==> src/design/md5_pkg.sv <==
`timescale 1ns / 1ps
// Package for the MD5 hash engine: initial chaining words, padding constants,
// round constant ROM, rotation table, message word schedule and round functions.
// Depends on nothing; used by md5_hash_engine.
package md5_pkg;

	// Initial chaining value words A, B, C, D.
	localparam logic [31:0] IV_A = 32'h67452301;
	localparam logic [31:0] IV_B = 32'hefcdab89;
	localparam logic [31:0] IV_C = 32'h98badcfe;
	localparam logic [31:0] IV_D = 32'h10325476;

	// Padding byte that follows the last message byte.
	localparam logic [7:0] PAD_BYTE = 8'h80;

	// Block geometry.
	localparam int unsigned BLOCK_WORDS = 16;
	localparam int unsigned WORD_BITS   = 32;
	localparam logic [3:0]  FILL_LEN_LO = 4'd14;
	localparam logic [3:0]  FILL_LEN_HI = 4'd15;
	localparam logic [6:0]  LAST_STEP   = 7'd64;

	// Controller states, one-hot.
	typedef enum logic [4:0] {
		ST_IDLE = 5'b00001,
		ST_PAD  = 5'b00010,
		ST_COMP = 5'b00100,
		ST_FIN  = 5'b01000,
		ST_HOLD = 5'b10000
	} md5_state_t;

	// Sine-derived round constant for one step.
	function automatic logic [31:0] round_const(input logic [5:0] step);
		logic [31:0] k;
		case (step)
			6'd0:  k = 32'hd76aa478;  6'd1:  k = 32'he8c7b756;
			6'd2:  k = 32'h242070db;  6'd3:  k = 32'hc1bdceee;
			6'd4:  k = 32'hf57c0faf;  6'd5:  k = 32'h4787c62a;
			6'd6:  k = 32'ha8304613;  6'd7:  k = 32'hfd469501;
			6'd8:  k = 32'h698098d8;  6'd9:  k = 32'h8b44f7af;
			6'd10: k = 32'hffff5bb1;  6'd11: k = 32'h895cd7be;
			6'd12: k = 32'h6b901122;  6'd13: k = 32'hfd987193;
			6'd14: k = 32'ha679438e;  6'd15: k = 32'h49b40821;
			6'd16: k = 32'hf61e2562;  6'd17: k = 32'hc040b340;
			6'd18: k = 32'h265e5a51;  6'd19: k = 32'he9b6c7aa;
			6'd20: k = 32'hd62f105d;  6'd21: k = 32'h02441453;
			6'd22: k = 32'hd8a1e681;  6'd23: k = 32'he7d3fbc8;
			6'd24: k = 32'h21e1cde6;  6'd25: k = 32'hc33707d6;
			6'd26: k = 32'hf4d50d87;  6'd27: k = 32'h455a14ed;
			6'd28: k = 32'ha9e3e905;  6'd29: k = 32'hfcefa3f8;
			6'd30: k = 32'h676f02d9;  6'd31: k = 32'h8d2a4c8a;
			6'd32: k = 32'hfffa3942;  6'd33: k = 32'h8771f681;
			6'd34: k = 32'h6d9d6122;  6'd35: k = 32'hfde5380c;
			6'd36: k = 32'ha4beea44;  6'd37: k = 32'h4bdecfa9;
			6'd38: k = 32'hf6bb4b60;  6'd39: k = 32'hbebfbc70;
			6'd40: k = 32'h289b7ec6;  6'd41: k = 32'heaa127fa;
			6'd42: k = 32'hd4ef3085;  6'd43: k = 32'h04881d05;
			6'd44: k = 32'hd9d4d039;  6'd45: k = 32'he6db99e5;
			6'd46: k = 32'h1fa27cf8;  6'd47: k = 32'hc4ac5665;
			6'd48: k = 32'hf4292244;  6'd49: k = 32'h432aff97;
			6'd50: k = 32'hab9423a7;  6'd51: k = 32'hfc93a039;
			6'd52: k = 32'h655b59c3;  6'd53: k = 32'h8f0ccc92;
			6'd54: k = 32'hffeff47d;  6'd55: k = 32'h85845dd1;
			6'd56: k = 32'h6fa87e4f;  6'd57: k = 32'hfe2ce6e0;
			6'd58: k = 32'ha3014314;  6'd59: k = 32'h4e0811a1;
			6'd60: k = 32'hf7537e82;  6'd61: k = 32'hbd3af235;
			6'd62: k = 32'h2ad7d2bb;  6'd63: k = 32'heb86d391;
			default: k = 32'h0;
		endcase
		return k;
	endfunction

	// Left rotate amount, indexed by round and step within a group of four.
	function automatic logic [4:0] rot_amount(input logic [5:0] step);
		logic [4:0] r;
		case ({step[5:4], step[1:0]})
			4'd0:  r = 5'd7;   4'd1:  r = 5'd12;  4'd2:  r = 5'd17;  4'd3:  r = 5'd22;
			4'd4:  r = 5'd5;   4'd5:  r = 5'd9;   4'd6:  r = 5'd14;  4'd7:  r = 5'd20;
			4'd8:  r = 5'd4;   4'd9:  r = 5'd11;  4'd10: r = 5'd16;  4'd11: r = 5'd23;
			4'd12: r = 5'd6;   4'd13: r = 5'd10;  4'd14: r = 5'd15;  4'd15: r = 5'd21;
			default: r = 5'd0;
		endcase
		return r;
	endfunction

	// Message word used by a step; all arithmetic is modulo 16.
	function automatic logic [3:0] msg_sel(input logic [5:0] step);
		logic [3:0] s;
		logic [3:0] w;
		s = step[3:0];
		case (step[5:4])
			2'd0:    w = s;
			2'd1:    w = 4'((s << 2) + s + 4'd1);
			2'd2:    w = 4'((s << 1) + s + 4'd5);
			default: w = 4'((s << 3) - s);
		endcase
		return w;
	endfunction

	// Nonlinear round function of B, C and D.
	function automatic logic [31:0] mix_fn(input logic [1:0] phase, input logic [31:0] b,
			input logic [31:0] c, input logic [31:0] d);
		logic [31:0] m;
		case (phase)
			2'd0:    m = (b & c) | (~b & d);
			2'd1:    m = (b & d) | (c & ~d);
			2'd2:    m = b ^ c ^ d;
			default: m = c ^ (b | ~d);
		endcase
		return m;
	endfunction

	// 32-bit left rotate by a variable amount.
	function automatic logic [31:0] rotl32(input logic [31:0] x, input logic [4:0] n);
		logic [63:0] t;
		t = {x, x} << n;
		return t[63:32];
	endfunction

endpackage

==> src/design/md5_ram.sv <==
`timescale 1ns / 1ps
// Generic single-write, single-read synchronous RAM with a registered read port.
// Depends on nothing.
module md5_ram #(
	parameter int WIDTH = 32,
	parameter int DEPTH = 16
) (
	input  logic                     clk,
	input  logic                     wr_en,
	input  logic [$clog2(DEPTH)-1:0] wr_addr,
	input  logic [WIDTH-1:0]         wr_data,
	input  logic [$clog2(DEPTH)-1:0] rd_addr,
	output logic [WIDTH-1:0]         rd_data
);

	logic [WIDTH-1:0] mem_q [DEPTH];

	// Write port.
	always_ff @(posedge clk) begin
		if (wr_en) begin
			mem_q[wr_addr] <= wr_data;
		end
	end

	// Registered read port.
	always_ff @(posedge clk) begin
		rd_data <= mem_q[rd_addr];
	end

endmodule

==> src/design/md5_hash_engine.sv <==
`timescale 1ns / 1ps
// MD5 hash engine top level: word buffer in a RAM, padding sequencer,
// one-step-per-cycle compression and digest output register.
// Depends on md5_pkg and md5_ram.
//
// Usage:
// The message enters on the data channel (data_valid / data_stall), one 32-bit
// word per transfer, first byte in bits 7:0. The word with last_word set ends
// the message and carries 0 to 4 valid low bytes in tail_bytes (5 to 7 count as 4).
// Words are written into a 16-entry block RAM, one per cycle while data_stall is
// low. The sixteenth word starts a compression that reads the RAM once per step
// and then folds the result into the chaining words. data_stall is high whenever
// the engine is not idle: while padding words are written, a compression runs,
// its result is folded, or a finished digest waits for the output register.
// After the last word the engine writes the padding and the 64-bit bit length
// (one or two more blocks), then presents the four digest words A, B, C, D on
// the digest channel with word_index 0 to 3 and last_of_run on the fourth.
// The digest sits in its own output register, so a new message is accepted
// while the digest drains; a stalled digest only holds back the end of the
// next message. Reset (arst_n low) loads the initial chaining value, empties
// the block and drops any pending digest.
module md5_hash_engine (
	input  logic        clk,
	input  logic        arst_n,
	input  logic        data_valid,
	output logic        data_stall,
	input  logic [31:0] data_word,
	input  logic [2:0]  tail_bytes,
	input  logic        last_word,
	output logic        digest_valid,
	input  logic        digest_stall,
	output logic [31:0] digest_word,
	output logic [1:0]  word_index,
	output logic        last_of_run
);

	md5_pkg::md5_state_t state_q;

	logic [31:0] cv_q [4];
	logic [31:0] a_q, b_q, c_q, d_q;
	logic [3:0]  fill_q;
	logic [63:0] bits_q;
	logic [6:0]  step_q;
	logic        pad_q, mark_q, lo_done_q, hi_done_q;
	logic [31:0] dig_q [4];
	logic        out_busy_q;
	logic [1:0]  out_idx_q;

	logic        accept;
	logic        push_en;
	logic [31:0] push_data;
	logic [3:0]  rd_addr;
	logic [31:0] rd_data;
	logic [5:0]  rnd;
	logic [31:0] round_sum;
	logic [31:0] new_b;
	logic        full_tail;
	logic        out_done;

	// Handshakes.
	assign data_stall = (state_q != md5_pkg::ST_IDLE);
	assign accept     = data_valid && !data_stall;
	assign full_tail  = tail_bytes[2];
	assign out_done   = out_busy_q && !digest_stall && (out_idx_q == 2'd3);

	// Word written into the block this cycle, from the input or the pad sequencer.
	always_comb begin
		push_en   = 1'b0;
		push_data = data_word;
		case (state_q)
			md5_pkg::ST_IDLE: begin
				push_en = accept;
				if (last_word && !full_tail) begin
					case (tail_bytes[1:0])
						2'd0:    push_data = {24'd0, md5_pkg::PAD_BYTE};
						2'd1:    push_data = {16'd0, md5_pkg::PAD_BYTE, data_word[7:0]};
						2'd2:    push_data = {8'd0, md5_pkg::PAD_BYTE, data_word[15:0]};
						default: push_data = {md5_pkg::PAD_BYTE, data_word[23:0]};
					endcase
				end
			end
			md5_pkg::ST_PAD: begin
				push_en = 1'b1;
				if (mark_q) begin
					push_data = {24'd0, md5_pkg::PAD_BYTE};
				end else if (fill_q == md5_pkg::FILL_LEN_LO) begin
					push_data = bits_q[31:0];
				end else if (fill_q == md5_pkg::FILL_LEN_HI && lo_done_q) begin
					push_data = bits_q[63:32];
				end else begin
					push_data = 32'd0;
				end
			end
			default: begin
				push_en = 1'b0;
			end
		endcase
	end

	// Block buffer.
	assign rd_addr = md5_pkg::msg_sel(step_q[5:0]);

	md5_ram #(
		.WIDTH(md5_pkg::WORD_BITS),
		.DEPTH(md5_pkg::BLOCK_WORDS)
	) u_block_ram (
		.clk     (clk),
		.wr_en   (push_en),
		.wr_addr (fill_q),
		.wr_data (push_data),
		.rd_addr (rd_addr),
		.rd_data (rd_data)
	);

	// One compression step on the word read in the previous cycle.
	assign rnd       = 6'(step_q[5:0] - 6'd1);
	assign round_sum = a_q + md5_pkg::mix_fn(rnd[5:4], b_q, c_q, d_q) + rd_data
		+ md5_pkg::round_const(rnd);
	assign new_b     = b_q + md5_pkg::rotl32(round_sum, md5_pkg::rot_amount(rnd));

	// Controller, block fill, length count and chaining words.
	always_ff @(posedge clk or negedge arst_n) begin
		if (!arst_n) begin
			state_q   <= md5_pkg::ST_IDLE;
			cv_q[0]   <= md5_pkg::IV_A;
			cv_q[1]   <= md5_pkg::IV_B;
			cv_q[2]   <= md5_pkg::IV_C;
			cv_q[3]   <= md5_pkg::IV_D;
			fill_q    <= 4'd0;
			bits_q    <= 64'd0;
			step_q    <= 7'd0;
			pad_q     <= 1'b0;
			mark_q    <= 1'b0;
			lo_done_q <= 1'b0;
			hi_done_q <= 1'b0;
		end else begin
			// Fill pointer; the sixteenth word starts a compression.
			if (push_en) begin
				if (fill_q == md5_pkg::FILL_LEN_HI) begin
					fill_q <= 4'd0;
				end else begin
					fill_q <= fill_q + 4'd1;
				end
			end
			case (state_q)
				md5_pkg::ST_IDLE: begin
					if (accept) begin
						if (!last_word) begin
							bits_q <= bits_q + 64'd32;
						end else begin
							bits_q    <= bits_q + (full_tail ? 64'd32 : {59'd0, tail_bytes[1:0], 3'd0});
							pad_q     <= 1'b1;
							mark_q    <= full_tail;
							lo_done_q <= 1'b0;
							hi_done_q <= 1'b0;
						end
						if (fill_q == md5_pkg::FILL_LEN_HI) begin
							state_q <= md5_pkg::ST_COMP;
							step_q  <= 7'd0;
						end else if (last_word) begin
							state_q <= md5_pkg::ST_PAD;
						end
					end
				end
				md5_pkg::ST_PAD: begin
					if (mark_q) begin
						mark_q <= 1'b0;
					end else if (fill_q == md5_pkg::FILL_LEN_LO) begin
						lo_done_q <= 1'b1;
					end else if (fill_q == md5_pkg::FILL_LEN_HI && lo_done_q) begin
						hi_done_q <= 1'b1;
					end
					if (fill_q == md5_pkg::FILL_LEN_HI) begin
						state_q <= md5_pkg::ST_COMP;
						step_q  <= 7'd0;
					end
				end
				md5_pkg::ST_COMP: begin
					if (step_q == md5_pkg::LAST_STEP) begin
						state_q <= md5_pkg::ST_FIN;
					end else begin
						step_q <= step_q + 7'd1;
					end
				end
				md5_pkg::ST_FIN: begin
					cv_q[0] <= cv_q[0] + a_q;
					cv_q[1] <= cv_q[1] + b_q;
					cv_q[2] <= cv_q[2] + c_q;
					cv_q[3] <= cv_q[3] + d_q;
					if (pad_q && hi_done_q) begin
						state_q <= md5_pkg::ST_HOLD;
					end else if (pad_q) begin
						state_q <= md5_pkg::ST_PAD;
					end else begin
						state_q <= md5_pkg::ST_IDLE;
					end
				end
				md5_pkg::ST_HOLD: begin
					// Hand the digest over once the output register is free.
					if (!out_busy_q || out_done) begin
						cv_q[0]   <= md5_pkg::IV_A;
						cv_q[1]   <= md5_pkg::IV_B;
						cv_q[2]   <= md5_pkg::IV_C;
						cv_q[3]   <= md5_pkg::IV_D;
						bits_q    <= 64'd0;
						pad_q     <= 1'b0;
						lo_done_q <= 1'b0;
						hi_done_q <= 1'b0;
						state_q   <= md5_pkg::ST_IDLE;
					end
				end
				default: begin
					state_q <= md5_pkg::ST_IDLE;
				end
			endcase
		end
	end

	// Working variables: loaded at the first step, then one step per cycle.
	always_ff @(posedge clk) begin
		if (state_q == md5_pkg::ST_COMP) begin
			if (step_q == 7'd0) begin
				a_q <= cv_q[0];
				b_q <= cv_q[1];
				c_q <= cv_q[2];
				d_q <= cv_q[3];
			end else begin
				a_q <= d_q;
				b_q <= new_b;
				c_q <= b_q;
				d_q <= c_q;
			end
		end
	end

	// Digest output register and word counter.
	always_ff @(posedge clk or negedge arst_n) begin
		if (!arst_n) begin
			out_busy_q <= 1'b0;
			out_idx_q  <= 2'd0;
		end else begin
			if (state_q == md5_pkg::ST_HOLD && (!out_busy_q || out_done)) begin
				out_busy_q <= 1'b1;
				out_idx_q  <= 2'd0;
			end else if (out_busy_q && !digest_stall) begin
				out_idx_q <= out_idx_q + 2'd1;
				if (out_idx_q == 2'd3) begin
					out_busy_q <= 1'b0;
				end
			end
		end
	end

	always_ff @(posedge clk) begin
		if (state_q == md5_pkg::ST_HOLD && (!out_busy_q || out_done)) begin
			dig_q[0] <= cv_q[0];
			dig_q[1] <= cv_q[1];
			dig_q[2] <= cv_q[2];
			dig_q[3] <= cv_q[3];
		end
	end

	assign digest_valid = out_busy_q;
	assign digest_word  = dig_q[out_idx_q];
	assign word_index   = out_idx_q;
	assign last_of_run  = (out_idx_q == 2'd3);

	// The block buffer is never written while a compression reads it.
	assert property (@(posedge clk) disable iff (!arst_n)
		(state_q == md5_pkg::ST_COMP) |-> !push_en)
		else $error("block RAM written during compression");

	// A compression always starts and runs on an emptied fill pointer.
	assert property (@(posedge clk) disable iff (!arst_n)
		(state_q == md5_pkg::ST_COMP) |-> (fill_q == 4'd0))
		else $error("fill pointer not cleared during compression");

	// Once the high length word is written, the block has been closed.
	assert property (@(posedge clk) disable iff (!arst_n)
		hi_done_q |-> (fill_q == 4'd0))
		else $error("length written but block still open");

	// The step counter never runs past the last step.
	assert property (@(posedge clk) disable iff (!arst_n)
		(state_q == md5_pkg::ST_COMP) |-> (step_q <= md5_pkg::LAST_STEP))
		else $error("compression step counter overrun");

	// Digest words leave in order without gaps.
	assert property (@(posedge clk) disable iff (!arst_n)
		(digest_valid && !digest_stall && !last_of_run) |=>
		(digest_valid && word_index == 2'($past(word_index) + 2'd1)))
		else $error("digest word sequence broken");

endmodule
==> config.mk <==
export PLATFORM = sky130hd
export DESIGN_NAME = md5_hash_engine
export DESIGN_NICKNAME = d
export VERILOG_FILES = /design/src/design/md5_pkg.sv /design/src/design/md5_ram.sv /design/src/design/md5_hash_engine.sv
export SDC_FILE = /design/constraint.sdc
export NUM_CORES = 2
export LEC_CHECK = 0
export BUFFER_PORTS_ARGS = -buffer_cell sky130_fd_sc_hd__buf_2
export CAP_MARGIN = 20
export CELL_PAD_IN_SITES_DETAIL_PLACEMENT = 0
export CELL_PAD_IN_SITES_GLOBAL_PLACEMENT = 2
export CORE_MARGIN = 5
export CORE_UTILIZATION = 40
export CTS_CLUSTER_SIZE = 16
export DETAILED_ROUTE_END_ITERATION = 10
export GPL_TIMING_DRIVEN = 0
export PLACE_DENSITY = 0.83
export SLEW_MARGIN = 10
export SYNTH_ARGS = -nofsm -noshare
export SYNTH_HDL_FRONTEND = slang
export SYNTH_SLANG_ARGS = --single-unit
==> constraint.sdc <==
create_clock -name clk -period 11.1 [get_ports clk]
set_input_delay 1.11 -clock clk [delete_from_list [all_inputs] [get_ports clk]]
set_output_delay 1.11 -clock clk [all_outputs]
set_load 0.02 [all_outputs]
==> results.cfg <==
[floorplan]
die_y_um = 389.7
initial_core_util_pct = 40.19
std_cell_rows = 139
dieWidth_um = 389.7
die-area_um2 = 151800
io_pins = 77
coreArea_um2 = 143500

[clocking]
cts_root_buf = clkbuf_16
clock_path_buffers = 3
htree_levels = 3
clk-insertion-delay-late_ns = 0.81
cts_num_sinks = 1012
cts_tree = done
clk_pin_slew_worst_paths_ns = 0.06
cts_made_buffers = 109

[timing]
fin_crit_sh_pct = 98.13
setup_slack_ns = 0.2070
finalHoldViolCount = 0
finalCriticalPeriod_ns = 10.89
final-max-slew-violation-count = 0
tns_ns = 0
final-setup-viol-count = 0
max_freq_mhz = 91.80
skew_ns = 0.1136
worst_pin_slew_ns = 1.175
slew_headroom_pct = 21.45

[detailed_routing]
wl_per_cell_um = 29.15
drc = 0
wirelength_mm = 213.7
drtIter0Drc = 4469
vias = 44070
first_pass_iters = 6
postRouteAntennaNets = 0
viasPerCell = 6.012

[yosys]
yosysSeqAreaShare_pct = 50.45
synth_cells = 5031
ys_ff_latch = 1012
yosysWarningCount = 0
yosysUniqueCellTypes = 99
ys.flop_type = edfxtp_1
syn_area_um2 = 57660
syn_nets = 5370
ys_async_sr_fraction_pct = 20.95
synth-edff-count = 768
avgSynthCellArea_um2 = 11.46

[layout]
layout_common_cells = 768 x edfxtp_1, 393 x nor2_1, 375 x nand2_1, 359 x a21oi_1, 268 x o21ai_0
nets = 5663
area.growth.synth_to_final_pct = 15.37
final_common_cell = edfxtp_1
drive_above_1_share_pct = 17.12

[worst_setup_path]
path_class = reg -> reg
cp-start-kind = register
path_max_fanout = 12
arrival_ns = 11.40
slowest_delay_ns = 0.58
worst_path_max_delay_cell = fa_1
cp-end-kind = register
cp.required_ns = 11.61

[flow_run]
max-cap-violations = 0

[global_routing]
grt_pass1_vias = 42380
grt_first_pass_wirelength_mm = 305.3
grt_max_degree = 91
grt_use_total_pct = 27.56
antenna_found_initial = 8
grt_overflow_total = 0

[place]
gp_congestion = 1.019
port_buffers = 76
hpwl_mm = 162.2
place_ws_ns = -4.757

[run_status]
status = complete, no violations

[hold_path]
worstHoldPathType = in -> async
## layout make-up
type / count / area, um^2
fillers: 13110 / 76960
flip-flops and latches: 1012 / 29100
multi-input cells: 3531 / 27390
clock buffers: 153 / 2953
well taps: 1903 / 2381
repair buffers: 186 / 1780
plain buffers: 250 / 1272
inverters: 234 / 923.4
clock inverters: 55 / 710.7
diodes: 5 / 12.51
## Yosys cell counts, types with 137 or more instances
| cell | number | share of area, % |
|---|---|---|
| xnor2_1 | 159 | 2.4 |
| inv_1 | 227 | 1.5 |
| edfxtp_1 | 768 | 40 |
| nor2_1 | 413 | 2.7 |
| dfrtp_1 | 147 | 6.4 |
| mux4_2 | 166 | 6.5 |
| o21ai_0 | 304 | 2.6 |
| a21oi_1 | 372 | 3.2 |
| clkbuf_1 | 197 | 1.3 |
| nand2_1 | 379 | 2.5 |
| ha_1 | 228 | 4.9 |
| nand3_1 | 137 | 1.2 |
## cell families (layout without fill, tap and decap cells)
family | count (synthesis) | in the layout | synth area share (%)
AND/OR/NAND/NOR | 1303 | 1303 | 10.42
AO/OA/AOI/OAI | 1262 | 1262 | 13.65
flip-flops | 1012 | 1012 | 50.45
buffers and inverters | 488 | 878 | 3.220
multiplexers | 388 | 388 | 10.58
adder cells (fa/ha/maj) | 299 | 299 | 7.413
XOR/XNOR | 279 | 279 | 4.262
other | 0 | 5 | 0
## through the flow
| step | cells | hold slack [ns] | util, % | instance area (um^2) |
|---|---|---|---|---|
| 2_1_floorplan | 5031 | 0.4569 | - | 57660 |
| 3_3_place_gp | 7010 | 0.4794 | 42.11 | 60420 |
| 3_5_place_dp | 7075 | 0.4770 | 42.93 | 61600 |
| 4_1_cts | 7301 | 0.2122 | 45.98 | 65970 |
| 5_1_grt | 7324 | 0.2439 | 46.36 | 66510 |
| 6_report | 7329 | 0.2477 | 46.36 | 66530 |
## critical path, delay by kind of cell (launching register included)
kind	cells	cell delay, ns
xor gates and xnor gates	2	0.45
buffers and inverters	7	1.17
and+or+nand+nor	5	1.04
adders and majority gates	5	2.09
DFF	1	0.50
AOI/OAI and AO/OA	18	4.52
muxes	4	0.84
## worst paths after layout
kind | startpoint | endpoint | slack, ns | cells past startpoint
max in group asynchronous | arst_n | step_q[2] | 9.86 | 2
worst max-delay path | step_q[1] | b_q[28] | 0.21 | 41
worst max register to register | step_q[1] | b_q[28] | 0.21 | 41
worst min register to register | state_q[0] | state_q[0] | 0.50 | 2
min in group clk | state_q[0] | state_q[0] | 0.50 | 2
worst min-delay path | arst_n | cv_q[7] | 0.25 | 1
## routing by layer
layer | up-vias | track usage [%] | part of all wire (%) | wire length (um)
met4 | 0 | 11.43 | 4.9 | 10510
met3 | 415 | 4.572 | 7.2 | 15430
met1 | 22170 | 37.03 | 41 | 88410
li1 | 19470 | - | - | -
met5 | - | 0 | 0 | 0
met2 | 2008 | 44.53 | 46 | 99310
## flip-flops by register name (all words and copies together) (netlist names)
name                 cells
word_index               2
cv_q                   128
dig_q                  128
u_block_ram.mem_q      512
u_block_ram.rd_data     32
state_q                  5
a_q                     32
hi_done_q                1
pad_q                    1
b_q                     32
digest_valid             1
bits_q                  61
step_q                   7
d_q                     32
lo_done_q                1
mark_q                   1
c_q                     32
fill_q                   4
## repair_timing
item                       CTS  global route
setup endpoints to repair   32             9
hold buffers                 0             0
gates resized for setup    206           108
hold endpoints to repair     0             0
pin swaps                   10            18
setup buffers               21            17
cloned                       0             0
Power is not shown: default switching activity piles up to over one toggle a cycle in this logic, so the estimate is an artifact.
